[src/rtl/fcsg_pkg.sv]
// Shared types and constants of the filled circle span generator.
package fcsg_pkg;

  localparam int MAX_RADIUS  = 63;
  localparam int MAX_RESULTS = 46;

  localparam int CoordW = 11;
  localparam int RadW   = 6;
  localparam int OutW   = 12;
  localparam int StepW  = 8;
  localparam int DecW   = 10;
  localparam int CntW   = $clog2(MAX_RESULTS);

  typedef struct packed {
    logic signed [CoordW-1:0] cx;
    logic signed [CoordW-1:0] cy;
    logic        [RadW-1:0]   rad;
    logic signed [DecW-1:0]   dec0;
  } cmd_t;

  typedef struct packed {
    logic empty;
    logic full;
  } queue_status_t;

endpackage

[src/rtl/fcsg_front.sv]
// Front end: accepts circle commands, clamps the radius and seeds the decision term.
module fcsg_front (
  input  logic                                center_valid,
  input  logic signed [fcsg_pkg::CoordW-1:0] center_x,
  input  logic signed [fcsg_pkg::CoordW-1:0] center_y,
  input  logic        [fcsg_pkg::RadW-1:0]   radius,
  input  fcsg_pkg::queue_status_t            q_status,
  output logic                                front_stall,
  output logic                                push,
  output fcsg_pkg::cmd_t                      push_cmd
);
  import fcsg_pkg::*;

  logic [RadW-1:0] rad_sat;

  always_comb begin
    if (int'(radius) > MAX_RADIUS) begin
      rad_sat = RadW'(MAX_RADIUS);
    end else begin
      rad_sat = radius;
    end
  end

  // The decision term starts at 3 - 2r.
  always_comb begin
    push_cmd.cx   = center_x;
    push_cmd.cy   = center_y;
    push_cmd.rad  = rad_sat;
    push_cmd.dec0 = DecW'(3) - DecW'({rad_sat, 1'b0});
  end

  assign front_stall = q_status.full;
  assign push        = center_valid && !q_status.full;

endmodule

[src/rtl/fcsg_queue.sv]
// Two-entry command queue between the front end and the span engine.
module fcsg_queue (
  input  logic                     clk,
  input  logic                     rst,
  input  logic                     push,
  input  fcsg_pkg::cmd_t           push_cmd,
  input  logic                     pop,
  output fcsg_pkg::cmd_t           head_cmd,
  output fcsg_pkg::queue_status_t  status
);
  import fcsg_pkg::*;

  cmd_t       slots [2];
  logic       wr_ptr;
  logic       rd_ptr;
  logic [1:0] count;

  always_ff @(posedge clk) begin
    if (push) begin
      slots[wr_ptr] <= push_cmd;
    end
  end

  always_ff @(posedge clk) begin
    if (rst) begin
      wr_ptr <= 1'b0;
      rd_ptr <= 1'b0;
      count  <= 2'd0;
    end else begin
      if (push) begin
        wr_ptr <= !wr_ptr;
      end
      if (pop) begin
        rd_ptr <= !rd_ptr;
      end
      count <= count + 2'(push) - 2'(pop);
    end
  end

  assign head_cmd     = slots[rd_ptr];
  assign status.empty = (count == 2'd0);
  assign status.full  = (count == 2'd2);

endmodule

[src/rtl/fcsg_back.sv]
// Span engine: runs the midpoint decision loop and registers one span set per step.
module fcsg_back (
  input  logic                              clk,
  input  logic                              rst,
  input  fcsg_pkg::cmd_t                    head_cmd,
  input  fcsg_pkg::queue_status_t           q_status,
  output logic                              pop,
  output logic                              out_valid,
  input  logic                              out_stall,
  output logic signed [fcsg_pkg::OutW-1:0] near_left,
  output logic signed [fcsg_pkg::OutW-1:0] near_right,
  output logic signed [fcsg_pkg::OutW-1:0] near_row_below,
  output logic signed [fcsg_pkg::OutW-1:0] near_row_above,
  output logic signed [fcsg_pkg::OutW-1:0] far_left,
  output logic signed [fcsg_pkg::OutW-1:0] far_right,
  output logic signed [fcsg_pkg::OutW-1:0] far_row_below,
  output logic signed [fcsg_pkg::OutW-1:0] far_row_above,
  output logic                              last
);
  import fcsg_pkg::*;

  typedef enum logic {IDLE, RUN} state_t;

  state_t                   state;
  logic signed [StepW-1:0]  step_x;
  logic signed [StepW-1:0]  step_y;
  logic signed [DecW-1:0]   decision;
  logic        [CntW-1:0]   count;
  logic signed [CoordW-1:0] held_cx;
  logic signed [CoordW-1:0] held_cy;

  logic signed [StepW-1:0]  step_x_next;
  logic signed [StepW-1:0]  step_y_next;
  logic signed [DecW-1:0]   decision_next;
  logic signed [StepW-1:0]  diff;
  logic                     fire;
  logic                     final_step;
  logic signed [OutW-1:0]   cx_w;
  logic signed [OutW-1:0]   cy_w;
  logic signed [OutW-1:0]   x_w;
  logic signed [OutW-1:0]   y_w;

  assign pop  = (state == IDLE) && !q_status.empty;
  assign fire = (state == RUN) && (!out_valid || !out_stall);

  always_comb begin
    diff        = step_x - step_y;
    step_x_next = step_x + StepW'(1);
    if (decision < 0) begin
      decision_next = decision + DecW'({step_x, 2'b00}) + DecW'(6);
      step_y_next   = step_y;
    end else begin
      decision_next = decision + DecW'({diff, 2'b00}) + DecW'(10);
      step_y_next   = step_y - StepW'(1);
    end
    final_step = (step_y_next < step_x_next) || (int'(count) == MAX_RESULTS - 1);
  end

  assign cx_w = OutW'(held_cx);
  assign cy_w = OutW'(held_cy);
  assign x_w  = OutW'(step_x);
  assign y_w  = OutW'(step_y);

  always_ff @(posedge clk) begin
    if (rst) begin
      state     <= IDLE;
      out_valid <= 1'b0;
      step_x    <= '0;
      step_y    <= '0;
      decision  <= '0;
      count     <= '0;
      held_cx   <= '0;
      held_cy   <= '0;
    end else begin
      case (state)
        IDLE: begin
          if (pop) begin
            state    <= RUN;
            step_x   <= '0;
            step_y   <= StepW'(head_cmd.rad);
            decision <= head_cmd.dec0;
            count    <= '0;
            held_cx  <= head_cmd.cx;
            held_cy  <= head_cmd.cy;
          end
        end
        RUN: begin
          if (fire) begin
            step_x   <= step_x_next;
            step_y   <= step_y_next;
            decision <= decision_next;
            count    <= count + CntW'(1);
            if (final_step) begin
              state <= IDLE;
            end
          end
        end
        default: state <= IDLE;
      endcase

      if (fire) begin
        out_valid <= 1'b1;
      end else if (!out_stall) begin
        out_valid <= 1'b0;
      end
    end
  end

  always_ff @(posedge clk) begin
    if (fire) begin
      near_left      <= cx_w - x_w;
      near_right     <= cx_w + x_w;
      near_row_below <= cy_w + y_w;
      near_row_above <= cy_w - y_w;
      far_left       <= cx_w - y_w;
      far_right      <= cx_w + y_w;
      far_row_below  <= cy_w + x_w;
      far_row_above  <= cy_w - x_w;
      last           <= final_step;
    end
  end

endmodule

[src/rtl/filled_circle_span_generator.sv]
// Top level of the filled circle span generator.
// Each accepted circle command (center_x, center_y, radius) yields a run of result
// transfers, one per step of the midpoint circle loop over the first octant; a radius r
// gives about r/sqrt(2) + 1 results (45 for the largest radius, one short of the cap of
// 46), and the final one carries last. The span engine produces one result per clock while
// out_stall is low, and returns to its idle state to take each next command from its queue.
// The front end clamps the radius and seeds the decision term, then hands the command to a
// two-entry queue, so up to two further commands are accepted while a circle is being
// drawn. Results sit in an output register that holds steady while out_stall is high.
module filled_circle_span_generator (
  input  logic                              clk,
  input  logic                              rst,
  input  logic                              in_valid,
  output logic                              in_stall,
  input  logic signed [fcsg_pkg::CoordW-1:0] center_x,
  input  logic signed [fcsg_pkg::CoordW-1:0] center_y,
  input  logic        [fcsg_pkg::RadW-1:0]   radius,
  output logic                              out_valid,
  input  logic                              out_stall,
  output logic signed [fcsg_pkg::OutW-1:0] near_left,
  output logic signed [fcsg_pkg::OutW-1:0] near_right,
  output logic signed [fcsg_pkg::OutW-1:0] near_row_below,
  output logic signed [fcsg_pkg::OutW-1:0] near_row_above,
  output logic signed [fcsg_pkg::OutW-1:0] far_left,
  output logic signed [fcsg_pkg::OutW-1:0] far_right,
  output logic signed [fcsg_pkg::OutW-1:0] far_row_below,
  output logic signed [fcsg_pkg::OutW-1:0] far_row_above,
  output logic                              last
);
  import fcsg_pkg::*;

  // Command handoff between the front end and the span engine.
  queue_status_t q_status;
  cmd_t          push_cmd;
  cmd_t          head_cmd;
  logic          push;
  logic          pop;

  // The front end stalls the input only when both queue slots are taken.
  fcsg_front u_front (
    .center_valid (in_valid),
    .center_x     (center_x),
    .center_y     (center_y),
    .radius       (radius),
    .q_status     (q_status),
    .front_stall  (in_stall),
    .push         (push),
    .push_cmd     (push_cmd)
  );

  fcsg_queue u_queue (
    .clk      (clk),
    .rst      (rst),
    .push     (push),
    .push_cmd (push_cmd),
    .pop      (pop),
    .head_cmd (head_cmd),
    .status   (q_status)
  );

  // The span engine pops a command when idle and steps once per output transfer.
  fcsg_back u_back (
    .clk            (clk),
    .rst            (rst),
    .head_cmd       (head_cmd),
    .q_status       (q_status),
    .pop            (pop),
    .out_valid      (out_valid),
    .out_stall      (out_stall),
    .near_left      (near_left),
    .near_right     (near_right),
    .near_row_below (near_row_below),
    .near_row_above (near_row_above),
    .far_left       (far_left),
    .far_right      (far_right),
    .far_row_below  (far_row_below),
    .far_row_above  (far_row_above),
    .last           (last)
  );

endmodule

[config.mk]
export PLATFORM = sky130hd
export DESIGN_NAME = filled_circle_span_generator
export DESIGN_NICKNAME = d
export VERILOG_FILES = /design/src/rtl/fcsg_pkg.sv /design/src/rtl/fcsg_front.sv /design/src/rtl/fcsg_queue.sv /design/src/rtl/fcsg_back.sv /design/src/rtl/filled_circle_span_generator.sv
export SDC_FILE = /design/constraint.sdc
export NUM_CORES = 1
export LEC_CHECK = 0
export BUFFER_PORTS_ARGS = -buffer_cell sky130_fd_sc_hd__buf_4
export CORE_ASPECT_RATIO = 0.6
export CORE_MARGIN = 2
export CORE_UTILIZATION = 60
export CTS_CLUSTER_DIAMETER = 80
export DETAILED_ROUTE_END_ITERATION = 10
export PLACE_DENSITY = 0.92
export REMOVE_ABC_BUFFERS = 1
export SYNTH_ARGS = -nofsm -noshare
export SYNTH_HDL_FRONTEND = slang
export SYNTH_SLANG_ARGS = --single-unit
[constraint.sdc]
create_clock -name clk -period 5.3 [get_ports clk]
set_clock_uncertainty 0.2 [all_clocks]
set_input_delay 0.53 -clock clk [delete_from_list [all_inputs] [get_ports clk]]
set_output_delay 0.53 -clock clk [all_outputs]
set_load 0.1 [all_outputs]
After elaboration in Yosys (flattened, before gate mapping)
Memories as Yosys holds them, arrays and structs flattened. A register that Yosys moved wholly into a read port is not among the register bits.
Cells that the tools add are included.
{"block": "classes", "order_cmp": 2, "mux": 24, "add_sub_neg": 19, "eq_ne": 5, "n_reduce_logical": 14, "bitwise": 1}
{"op": "11-bit by 8-bit adder with 12-bit output", "n": 4}
{"op": "11-bit by 8-bit subtractor with 12-bit output", "n": 4}
{"op": "8-bit two-way mux", "n": 5}
{"op": "8-bit one-hot mux with 2 select lines", "n": 2}
{"op": "10-bit two-way mux", "n": 3}
{"op": "10-bit adder", "n": 2}
{"op": "10-bit one-hot mux with 2 select lines", "n": 1}
{"op": "6-bit two-way mux", "n": 2}
{"op": "6-bit one-hot mux with 2 select lines", "n": 1}
{"op": "10-bit by 3-bit adder with 10-bit output, second input constant", "n": 1}
{"op": "10-bit by 4-bit adder with 10-bit output, second input constant", "n": 1}
{"op": "10-bit by 1-bit less-than comparator with 1-bit output, second input constant", "n": 1}
{"op": "1-bit two-way mux", "n": 9}
{"op": "8-bit by 2-bit adder with 8-bit output, second input constant", "n": 1}
{"op": "8-bit less-than comparator", "n": 1}
{"op": "2-bit by 7-bit subtractor with 8-bit output, first input constant", "n": 1}
{"op": "8-bit by 2-bit subtractor with 8-bit output, second input constant", "n": 1}
{"op": "8-bit subtractor", "n": 1}
{"op": "6-bit by 1-bit adder with 6-bit output, second input constant", "n": 1}
{"op": "6-bit == test, second input constant", "n": 1}
{"op": "1-bit zero test", "n": 6}
{"op": "2-bit inequality test, second input constant", "n": 2}
{"op": "2-bit AND reduction", "n": 2}
{"op": "1-bit logical AND", "n": 3}
{"op": "8 further kinds", "n": 9}
{"block": "totals", "ram_bits": 76, "wordCells": 86, "regBits": 157, "memories": 1, "input_bits": 32}
{"memory": "u_queue.slots", "words": 2, "width": 38, "read_ports": 1, "rd_clocked_by_memory_dff": 1, "write_ports": 1, "line_no": "fcsg_queue.sv:13", "text": "cmd_t slots [2];"}

Longest topological paths before layout
Gate-level depths: netlist of the first run.
{"block": "logic_depth", "ltp_word": 7, "mapped_depth": 15, "mapped_depth_nobuf": 15}

By module
Synthesis of the first run repeated with hierarchy kept, for this count alone.
{"block": "hier_totals", "cells_unflattened": 1219, "area_unflattened_um2": 13327.8}
{"mod": "fcsg_back", "cells_each": 1035, "seq_area_each_um2": 3893.7, "n_inst": 1, "area_each_um2": 9953.3}
{"mod": "fcsg_queue", "cells_each": 139, "seq_area_each_um2": 2382.3, "n_inst": 1, "area_each_um2": 3040.4}
{"mod": "fcsg_front", "cells_each": 45, "seq_area_each_um2": 0.0, "n_inst": 1, "area_each_um2": 334.1}

Worst setup path after synthesis of the first run
OpenSTA, ideal clock, no wires.
{"block": "synth_path", "path_kind": "register to register", "startpoint": "register u_back.out_valid", "endpoint": "register u_back.decision[5]", "arrival_time_ps": 4360, "required_time_ps": 5024, "slack_ps": 664, "n_path_buf": 1, "synth_period_minus_slack_ps": 4636, "stages_incl_launch_ff": 7, "cell_sequence": "dfxtp_1 -> nand2_1 -> nand2_1 -> inv_1 -> clkbuf_1 -> o21ai_0 -> a21oi_1"}
{"block": "synth_between", "elab_chain_cells": 5}
{"item": "start: declaration", "line_no": "fcsg_back.sv:8", "text": "output logic out_valid,"}
{"item": "start signal: assignment", "line_no": "fcsg_back.sv:67", "text": "out_valid <= 1'b0;"}
{"item": "start signal: assignment", "line_no": "fcsg_back.sv:102", "text": "out_valid <= 1'b1;"}
{"item": "start signal: assignment", "line_no": "fcsg_back.sv:104", "text": "out_valid <= 1'b0;"}
{"item": "1-bit zero test", "line_no": "fcsg_back.sv:44", "text": "assign fire = (state == RUN) && (!out_valid || !out_stall);"}
{"item": "1-bit logical OR", "line_no": "fcsg_back.sv:44"}
{"item": "1-bit logical AND", "line_no": "fcsg_back.sv:44"}
{"item": "via u_back.fire", "line_no": "fcsg_back.sv:36", "text": "logic fire;"}
{"item": "2-bit inequality test (no source line)"}
{"item": "2-bit AND reduction (no source line)"}
{"item": "end signal: assignment", "line_no": "fcsg_back.sv:81", "text": "decision <= head_cmd.dec0;"}
{"item": "end signal: assignment", "line_no": "fcsg_back.sv:91", "text": "decision <= decision_next;"}
{"item": "end: declaration", "line_no": "fcsg_back.sv:27", "text": "logic signed [DecW-1:0] decision;"}
The timed path passes the listed nets, and every way through them passes these cells.
A chain may end at the register's enable or synchronous reset.

Worst setup path in the final report of the first run
{"block": "layout_path", "startpoint": "register u_back.step_y[1]", "endpoint": "register u_back.decision[9]"}
{"block": "layout_between", "elab_chain_cells": 6}
{"item": "start: declaration", "line_no": "fcsg_back.sv:26", "text": "logic signed [StepW-1:0] step_y;"}
{"item": "start signal: assignment", "line_no": "fcsg_back.sv:80", "text": "step_y <= StepW'(head_cmd.rad);"}
{"item": "start signal: assignment", "line_no": "fcsg_back.sv:90", "text": "step_y <= step_y_next;"}
{"item": "8-bit subtractor", "line_no": "fcsg_back.sv:47", "text": "diff = step_x - step_y;"}
{"item": "10-bit adder", "line_no": "fcsg_back.sv:53", "text": "decision_next = decision + DecW'({diff, 2'b00}) + DecW'(10);"}
{"item": "10-bit by 4-bit adder with 10-bit output", "line_no": "fcsg_back.sv:53"}
{"item": "10-bit two-way mux", "line_no": "fcsg_back.sv:49", "text": "if (decision < 0) begin"}
{"item": "10-bit two-way mux", "line_no": "fcsg_back.sv:88", "text": "if (fire) begin"}
{"item": "10-bit one-hot mux with 2 select lines", "line_no": "fcsg_back.sv:75", "text": "case (state)"}
No other way between the ends. The select of a mux whose other input is x is not followed.

==> impl_metrics.yaml, run 1 <==
run_status:
  status: "finished clean"
setup_path:
  worstSetupStartpointType: "flop"
  reg2reg_to: "u_back.decision[9]"
  worstPathArrival_ns: 3.90
  r2r_cells: 13
  worstSetupPathType: "reg2reg"
  timing.rr.start: "u_back.step_y[1]"
  crit_required_ns: 5.53
  end_kind: "flop"
  r2r_setup_slack_ns: 1.63
  critPathMaxFanout: 8
synth:
  ys_top_cells_by_area: "edfxtp_1 (38%), ha_1 (13%), dfxtp_1 (9.3%)"
  synth_commonest_cells: "edfxtp_1 (161), ha_1 (137), nor2_1 (121)"
  ys_types: 57
  synth_ff_type: "edfxtp_1"
  synth_seq_cells: 221
  ys_warn_count: 0
  synthArstFlopShare: 0
  synth.most_common_cell: "edfxtp_1"
  synth_area_per_cell_um2: 10.7
  yosys.area.top_type: "edfxtp_1"
  synth_cells: 1206
  netlist_area_mm2: 0.0129
  synth_edf_count: 161
  yosys.area.top_type_share: 0.375
  seq_area_frac_synth: 0.468
detailed_routing:
  first_iter_violations: 740
  via_per_inst: 5.94
  vias: 9678
  route.detailed.drc: 0
  wl_per_cell_um: 19.1
  firstDrtPassIters: 5
  final_antenna_net_count: 0
  wl_mm: 31.2
timing:
  rsz0062_at_grt: "false"
  min_period_over_period: 0.692
  fin_setup_tns_ns: 0
  period_minus_slack_ns: 3.67
  maxSlewHeadroom: 0.223
  tightest_slew_ns: 1.16
  hold_viol_final: 0
  fmax_mhz: 273
  report.final.slew_viol_count: 0
  setup_viol: 0
final_layout:
  nNetsFinal: 1515
  fillers: 1445
  layout.cells.non_filler: 1630
  syn_to_final_growth_pct: 15.8
  drive_gt1_frac: 0.139
floorplan:
  coreArea_mm2: 0.0210
  die_y_um: 118
  row_count: 41
  die-width_um: 193
  ios: 131
  dieArea_mm2: 0.0227
  start_util: 0.613
clock_network:
  numCtsBuffers: 21
  clock-sinks: 221
  clk_transition_reported_paths_ns: 0.07
  cts_root_buf: "clkbuf_16"
  clock_latency_ns: 0.51
  cts_tree: "built"
  cts.path.max_buffers: 3
  ctsHtreeMaxLevel: 1
hold_path:
  holdCritStartpoint: "center_x[0]"
  whs_path_depth: 1
  min_path_type: "in2reg"
  hold-path-endpoint: "u_queue.slots[0][27]"
global_route:
  grt_max_degree: 79
  antenna_found_initial: 1
  overflow: 0
  track_usage: 0.271
  grt_pass1_wl_mm: 48.8
  grt_pass1_vias: 9186
placed_design:
  place_inst: 1575
  portBuffers: 130
  dp.final_hpwl_mm: 22.9
  place.gp.congestion: 0.934
job:
  max_cap_viol_count: 0
## worst max path at each step
stage / startpoint / endpoint / slack [ns] / cells after the start
after global placement: u_back.step_y[1] / u_back.decision[9] / 1.75 / 13
after detailed placement: u_back.step_y[1] / u_back.decision[9] / 1.69 / 13
after floorplan: u_back.state / u_back.decision[9] / 0.68 / 6
after CTS: u_back.step_y[1] / u_back.decision[9] / 1.67 / 13
final: u_back.step_y[1] / u_back.decision[9] / 1.63 / 13
after global routing: u_back.step_y[1] / u_back.decision[9] / 1.29 / 13
## area by class of cell
class,count,area (um2),share of cell area
multi-input combinational,843,6300,0.422
antenna,1,2.50,0.000168
sequential,221,6040,0.404
inverter,95,359,0.0241
clock buffer,31,604,0.0405
tap,279,349,0.0234
clock inverter,7,90.1,0.00603
timing repair buffer,153,1190,0.0796
## routing by layer
metal,GRT usage,vias up,wire length (um)
li1,-,4563,-
met1,0.400,4587,13500
met2,0.399,480,13300
met3,0.0791,48,3910
met4,0.0553,0,512
met5,0,-,0
## kinds of logic after synthesis
group	after synthesis	synth area share
mux	37	0.0291
compound gates	263	0.130
simple gates	298	0.113
buf+inv	142	0.0433
xor+xnor	97	0.0659
fa+ha+maj	148	0.150
flops	221	0.468
## registers in the layout, summed over array words and instances (netlist names), named ones only
register,flops
u_back.step_y,8
u_back.step_x,8
u_queue.count,2
u_back.near_row_above,12
u_back.state,1
u_queue.rd_ptr,1
u_queue.wr_ptr,1
u_back.last,1
u_back.far_row_above,12
u_back.near_left,11
u_back.far_right,12
u_back.decision,9
u_queue.slots,68
u_back.out_valid,1
u_back.held_cy,11
u_back.far_row_below,11
u_back.far_left,11
u_back.near_right,12
u_back.held_cx,11
u_back.count,6
u_back.near_row_below,11
## repair_timing
action | 4_1_cts | 5_1_grt
hold buffers | 14 | 2
setup endpoints to repair | 0 | 0
gates resized for setup | 0 | 0
endpoints found under the hold margin | 28 | 4
setup buffers | 0 | 0
## through the flow
stage               area, um2  hold slack [ns]  utilization  worst slack (ns)
CTS                     14900        0.0000683        0.709              1.67
floorplan               12700            0.252            -             0.683
global placement        14100            0.275        0.669              1.75
finish                  14900           0.0136        0.710              1.63
detailed placement      14100            0.280        0.669              1.69
global route            14900          0.00134        0.710              1.29
## critical path: stages (launching register included)
cell and delay, ns:
dfxtp_1 0.51, inv_1 0.27, fa_1 0.51, a21o_1 0.17
a21oi_1 0.23, o21bai_1 0.10, a21oi_1 0.18, xnor2_1 0.14
ha_1 0.25, ha_1 0.23, a2111oi_0 0.40, nor3_1 0.13
nand3b_1 0.18, o221ai_1 0.08
## cell usage in the layout, fill, tap and decap left out, drive strengths merged, types with 4 or more instances in the layout
cell type / netlist / layout
fa: 11 / 11
xor2: 30 / 30
edfxtp: 161 / 161
or3: 6 / 6
a21oi: 70 / 70
o22ai: 7 / 7
mux2i: 33 / 33
a31oi: 14 / 14
ha: 137 / 137
nor2b: 26 / 26
a211oi: 38 / 38
o221a: 4 / 4
dlygate4sd3: 0 / 16
or4: 6 / 6
nor3b: 5 / 5
inv: 94 / 95
buf: 15 / 137
o211ai: 8 / 8
nor3: 30 / 30
o21bai: 17 / 17
and3: 15 / 15
nor2: 122 / 122
clkbuf: 32 / 31
nand3b: 6 / 6
clkinv: 1 / 4
nand3: 7 / 7
o21ai: 53 / 53
nand2b: 18 / 18
a21o: 10 / 10
mux2: 4 / 4
dfxtp: 60 / 60
nand2: 43 / 43
nor4: 5 / 5
o21a: 19 / 19
xnor2: 67 / 67
Power of run 1 is not shown: default switching activity piles up to over one toggle a cycle in this logic, so the estimate is an artifact.
==> run 2, diff against run 1 <==
==> constraint.sdc (replaced) <==
create_clock -name clk -period 3.7 [get_ports clk]
set_clock_uncertainty 0.2 [all_clocks]
set_input_delay 0.37 -clock clk [delete_from_list [all_inputs] [get_ports clk]]
set_output_delay 0.37 -clock clk [all_outputs]
set_load 0.1 [all_outputs]
==> impl_metrics.yaml, run 2 (synthesis gave the netlist of run 1 again) <==
setup_path:
  critPathBufInv: 2
  critPathTopFamily: "compound AO/OA/AOI/OAI gates"
  crit_required_ns: 3.94
  worstSetupPathType: "reg2reg"
  path_cells: "inv_1, ha_1, inv_1, fa_1, a21o_1, a21oi_1, o21bai_1, a21oi_1, xnor2_1, ha_1, ha_1, a2111oi_2, nor3_1, nand3b_1, o221ai_1"
  worstPathArrival_ns: 3.63
  critPathMaxFanout: 3
  worstSetupStartpointType: "flop"
  timing.rr.start: "u_back.step_x[0]"
  cpPeakStageDelay_ns: 0.40
  r2r_cells: 15
  end_kind: "flop"
  critPathMostFrequentCell: "ha_1"
  critPathSlowestCell: "fa_1"
  r2r_setup_slack_ns: 0.31
  reg2reg_to: "u_back.decision[9]"
hold_path:
  whs_path_depth: 4
  min_path_type: "in2reg"
  hold-path-endpoint: "u_queue.wr_ptr"
  holdCritStartpoint: "in_valid"
clock_network:
  cts_root_buf: "clkbuf_16"
  clock-sinks: 221
  numCtsBuffers: 21
  clk_transition_reported_paths_ns: 0.07
  cts_setup_buffers: 0
  cts.path.max_buffers: 3
  clock_latency_ns: 0.52
  ctsHtreeMaxLevel: 1
  cts_tree: "built"
floorplan:
  row_count: 41
  dieArea_mm2: 0.0227
  coreArea_mm2: 0.0210
  die_y_um: 118
  start_util: 0.613
  ios: 131
  die-width_um: 193
final_layout:
  diodes: 0
  top_register: "u_queue.slots"
  final_cell_mix: "edfxtp_1 (161), buf_4 (149), ha_1 (137)"
  largest_reg_flops: 68
  fin_util: 0.721
  syn_to_final_growth_pct: 17.6
  drive_gt1_frac: 0.149
  fillers: 1443
  nNetsFinal: 1541
  layout_commonest_cell: "edfxtp_1"
run_status:
  status: "finished clean"
placed_design:
  place.gp.congestion: 0.980
  dp_worst_setup_slack_ns: 0.315
  portBuffers: 130
  dp.final_hpwl_mm: 23.8
detailed_routing:
  route.detailed.drc: 0
  first_iter_violations: 881
  met3WireLength_mm: 3.81
  via_per_inst: 5.98
  wl_per_cell_um: 19.9
  top_layer_used: "met4"
  met2_length_mm: 14.5
  firstDrtPassIters: 5
  met1_length_mm: 14.0
  final_antenna_net_count: 0
  vias: 9886
  wl_mm: 32.8
timing:
  tightest_slew_ns: 1.14
  report.final.slew_viol_count: 0
  fmax_mhz: 295
  fin_ws_ns: 0.305
  hold_viol_final: 0
  maxSlewHeadroom: 0.242
  min_period_over_period: 0.917
  rsz0062_at_grt: "false"
  period_minus_slack_ns: 3.39
  setup_viol: 0
job:
  max_cap_viol_count: 0
global_route:
  grt_max_degree: 60
  grt_pass1_wl_mm: 50.9
  antenna_found_initial: 1
  overflow: 0
  track_usage: 0.283
  grt_pass1_vias: 9572
## run 2: worst max path at each step
stage | from | end | cells past startpoint | slack, ns
6_report | u_back.step_x[0] | u_back.decision[9] | 15 | 0.31
2_1_floorplan | u_back.state | u_back.decision[9] | 6 | -0.92
5_1_grt | u_back.step_x[0] | u_back.decision[9] | 15 | 0.03
3_5_place_dp | u_back.step_x[0] | u_back.decision[9] | 15 | 0.31
4_1_cts | u_back.step_x[0] | u_back.decision[9] | 15 | 0.24
3_3_place_gp | u_back.step_x[0] | u_back.decision[9] | 15 | 0.42
## run 2: final cells by class
type	instances	area, um2	area share
inverters	95	359	0.0237
clock buffers	25	551	0.0363
multi-input cells	843	6310	0.416
repair buffers	179	1430	0.0943
clock inverters	12	126	0.00834
flip-flops and latches	221	6040	0.398
well taps	279	349	0.0230
## run 2: metal layers
metal	GRT usage	up-vias
met5	0	-
met3	0.0788	53
met1	0.406	4720
met2	0.434	488
met4	0.0525	0
li1	-	4625
## run 2: through the flow
stage | instances | instance area, um2 | setup TNS (ns) | hold slack (ns)
finish | 1654 | 15200 | 0 | 0.0801
global route | 1654 | 15200 | 0 | 0.0838
CTS | 1654 | 15200 | 0 | 0.0555
detailed placement | 1588 | 14200 | 0 | 0.301
global placement | 1588 | 14200 | 0 | 0.295
floorplan | 1159 | 12700 | -25.35 | 0.239
## run 2: worst reg2reg max path, delay by kind of cell, from the launching register on
family                   cells  cell delay, ns
AND/OR/NAND/NOR              2            0.29
buffers and inverters        2            0.15
XOR/XNOR                     1            0.15
flip-flops                   1            0.31
adder cells (fa/ha/maj)      4            1.08
AO/OA/AOI/OAI                6            1.12
## run 2: timing repair
action,CTS,global route
hold buffers,29,0
endpoints found under the hold margin,61,0
gates resized for setup,0,2
endpoints found under the setup margin,0,1
Power of run 2 is left out for the same reason.
==> run 3, diff against run 2 <==
--- a/config.mk
+++ b/config.mk
@@ -11,8 +11,9 @@
 export CORE_UTILIZATION = 60
 export CTS_CLUSTER_DIAMETER = 80
 export DETAILED_ROUTE_END_ITERATION = 10
-export PLACE_DENSITY = 0.92
+export PLACE_DENSITY_LB_ADDON = 0.2
 export REMOVE_ABC_BUFFERS = 1
 export SYNTH_ARGS = -nofsm -noshare
 export SYNTH_HDL_FRONTEND = slang
+export SYNTH_HIERARCHICAL = 1
 export SYNTH_SLANG_ARGS = --single-unit
==> constraint.sdc (replaced) <==
create_clock -name clk -period 3.66 [get_ports clk]
set_clock_uncertainty 0.2 [all_clocks]
set_input_delay 0.366 -clock clk [delete_from_list [all_inputs] [get_ports clk]]
set_output_delay 0.366 -clock clk [all_outputs]
set_load 0.1 [all_outputs]
==> impl_metrics.yaml, run 3 <==
floorplan:
  dieArea_mm2: 0.0233
  start_util: 0.606
  coreArea_mm2: 0.0219
  die_y_um: 119
  row_count: 42
  ios: 131
  die-width_um: 196
setup_path:
  critPathMostFrequentCell: "inv_1"
  cpPeakStageDelay_ns: 0.51
  r2r_cells: 15
  worstPathArrival_ns: 3.72
  cp_num_cells: 15
  end_kind: "flop"
  path_cells: "inv_1, ha_2, inv_1, fa_2, inv_1, ha_1, inv_1, ha_1, a21oi_2, o21ai_2, a2111oi_4, nor3_2, xnor3_1, or2_0, a211oi_2"
  worstSetupStartpointType: "flop"
  critPathBufInv: 4
  critPathSlowestCell: "fa_2"
  critPathTopFamily: "adder cells"
  critPathMaxFanout: 2
  worstSetupPathType: "reg2reg"
  crit_required_ns: 3.89
final_layout:
  final_cell_mix: "edfxtp_1 (167), buf_4 (165), ha_1 (136)"
  top_register: "u_queue/slots"
  nNetsFinal: 1539
  fillers: 1540
  drive_gt1_frac: 0.199
  syn_to_final_growth_pct: 17.6
  layout_commonest_cell: "edfxtp_1"
  stdcell_area_mm2: 0.0156
  largest_reg_flops: 74
  diodes: 0
detailed_routing:
  first_iter_violations: 838
  vias: 9586
  wl_per_cell_um: 19.3
  wl_mm: 32.0
  firstDrtPassIters: 8
  final_antenna_net_count: 0
  via_per_inst: 5.77
  route.detailed.drc: 0
timing:
  holdWs_ns: 0.134
  report.final.slew_viol_count: 0
  min_period_over_period: 0.955
  hold_viol_final: 0
  setup_viol: 0
  maxSlewHeadroom: 0.304
  fmax_mhz: 286
  period_minus_slack_ns: 3.49
  tightest_slew_ns: 1.04
  rsz0062_at_grt: "true"
clock_network:
  numCtsBuffers: 22
  ctsHtreeMaxLevel: 1
  cts.path.max_buffers: 3
  cts_root_buf: "clkbuf_16"
  clk_transition_reported_paths_ns: 0.07
  cts_tree: "built"
  clock_latency_ns: 0.52
  clock-sinks: 227
hold_path:
  whs_path_depth: 4
  min_path_type: "in2reg"
global_route:
  track_usage: 0.274
  antenna_found_initial: 0
  overflow: 0
  grt_max_degree: 61
  grt_pass1_vias: 9280
  grt_pass1_wl_mm: 49.8
placed_design:
  placed_cell_area_mm2: 0.0144
  place.gp.congestion: 0.952
  portBuffers: 130
  dp.final_hpwl_mm: 23.1
run_status:
  status: "finished clean"
job:
  max_cap_viol_count: 0
synth:
  synth_area_per_cell_um2: 10.9
  netlist_area_mm2: 0.0132
  synth_cells: 1214
  ys_warn_count: 6
==> run 3: metrics by stage <==
stage          TNS, ns  instances  utilization  setup slack (ns)
5_1_grt        -0.0481       1661        0.713           -0.0447
6_report             0       1661        0.713             0.165
2_1_floorplan   -53.38       1141            -             -1.07
4_1_cts              0       1660        0.709            0.0284
3_5_place_dp   -0.0137       1591        0.659           -0.0137
3_3_place_gp         0       1591        0.659            0.0815
==> run 3: worst min-delay path, delay by kind of cell <==
family,cells,cell delay (ns)
buffers and inverters,1,0.10
XOR/XNOR,1,0.14
AND/OR/NAND/NOR,2,0.19
==> run 3: cell type report <==
| class | instances | area, um2 | area share |
|---|---|---|---|
| clock inverter | 8 | 153 | 0.00980 |
| tap | 286 | 358 | 0.0230 |
| multi-input combinational | 818 | 6320 | 0.406 |
| inverter | 96 | 363 | 0.0233 |
| sequential | 227 | 6220 | 0.399 |
| clock buffer | 32 | 629 | 0.0404 |
| timing repair buffer | 194 | 1530 | 0.0982 |
==> run 3: final timing paths <==
kind | from | to | slack, ns
worst max-delay path | u_back/step_x[0] | u_back/decision[9] | 0.17
worst max register to register | u_back/step_x[0] | u_back/decision[9] | 0.17
worst min register to register | u_back/held_cy[0] | u_back/held_cy[0] | 0.30
worst min-delay path | in_valid | u_queue/wr_ptr | 0.13
==> run 3: what timing repair did <==
action / CTS / global route
resized for setup: 2 / 20
pin swaps: 0 / 3
hold endpoints to repair: 61 / 0
hold buffers: 29 / 0
buffers inserted: 0 / 1
setup endpoints to repair: 1 / 4
==> run 3: layer usage <==
| layer | track usage | routed length, um |
|---|---|---|
| met4 | 0.0587 | 486 |
| met1 | 0.407 | 14800 |
| met5 | 0 | 0 |
| met3 | 0.0753 | 3300 |
| met2 | 0.403 | 13400 |
Power of run 3 is left out for the same reason.
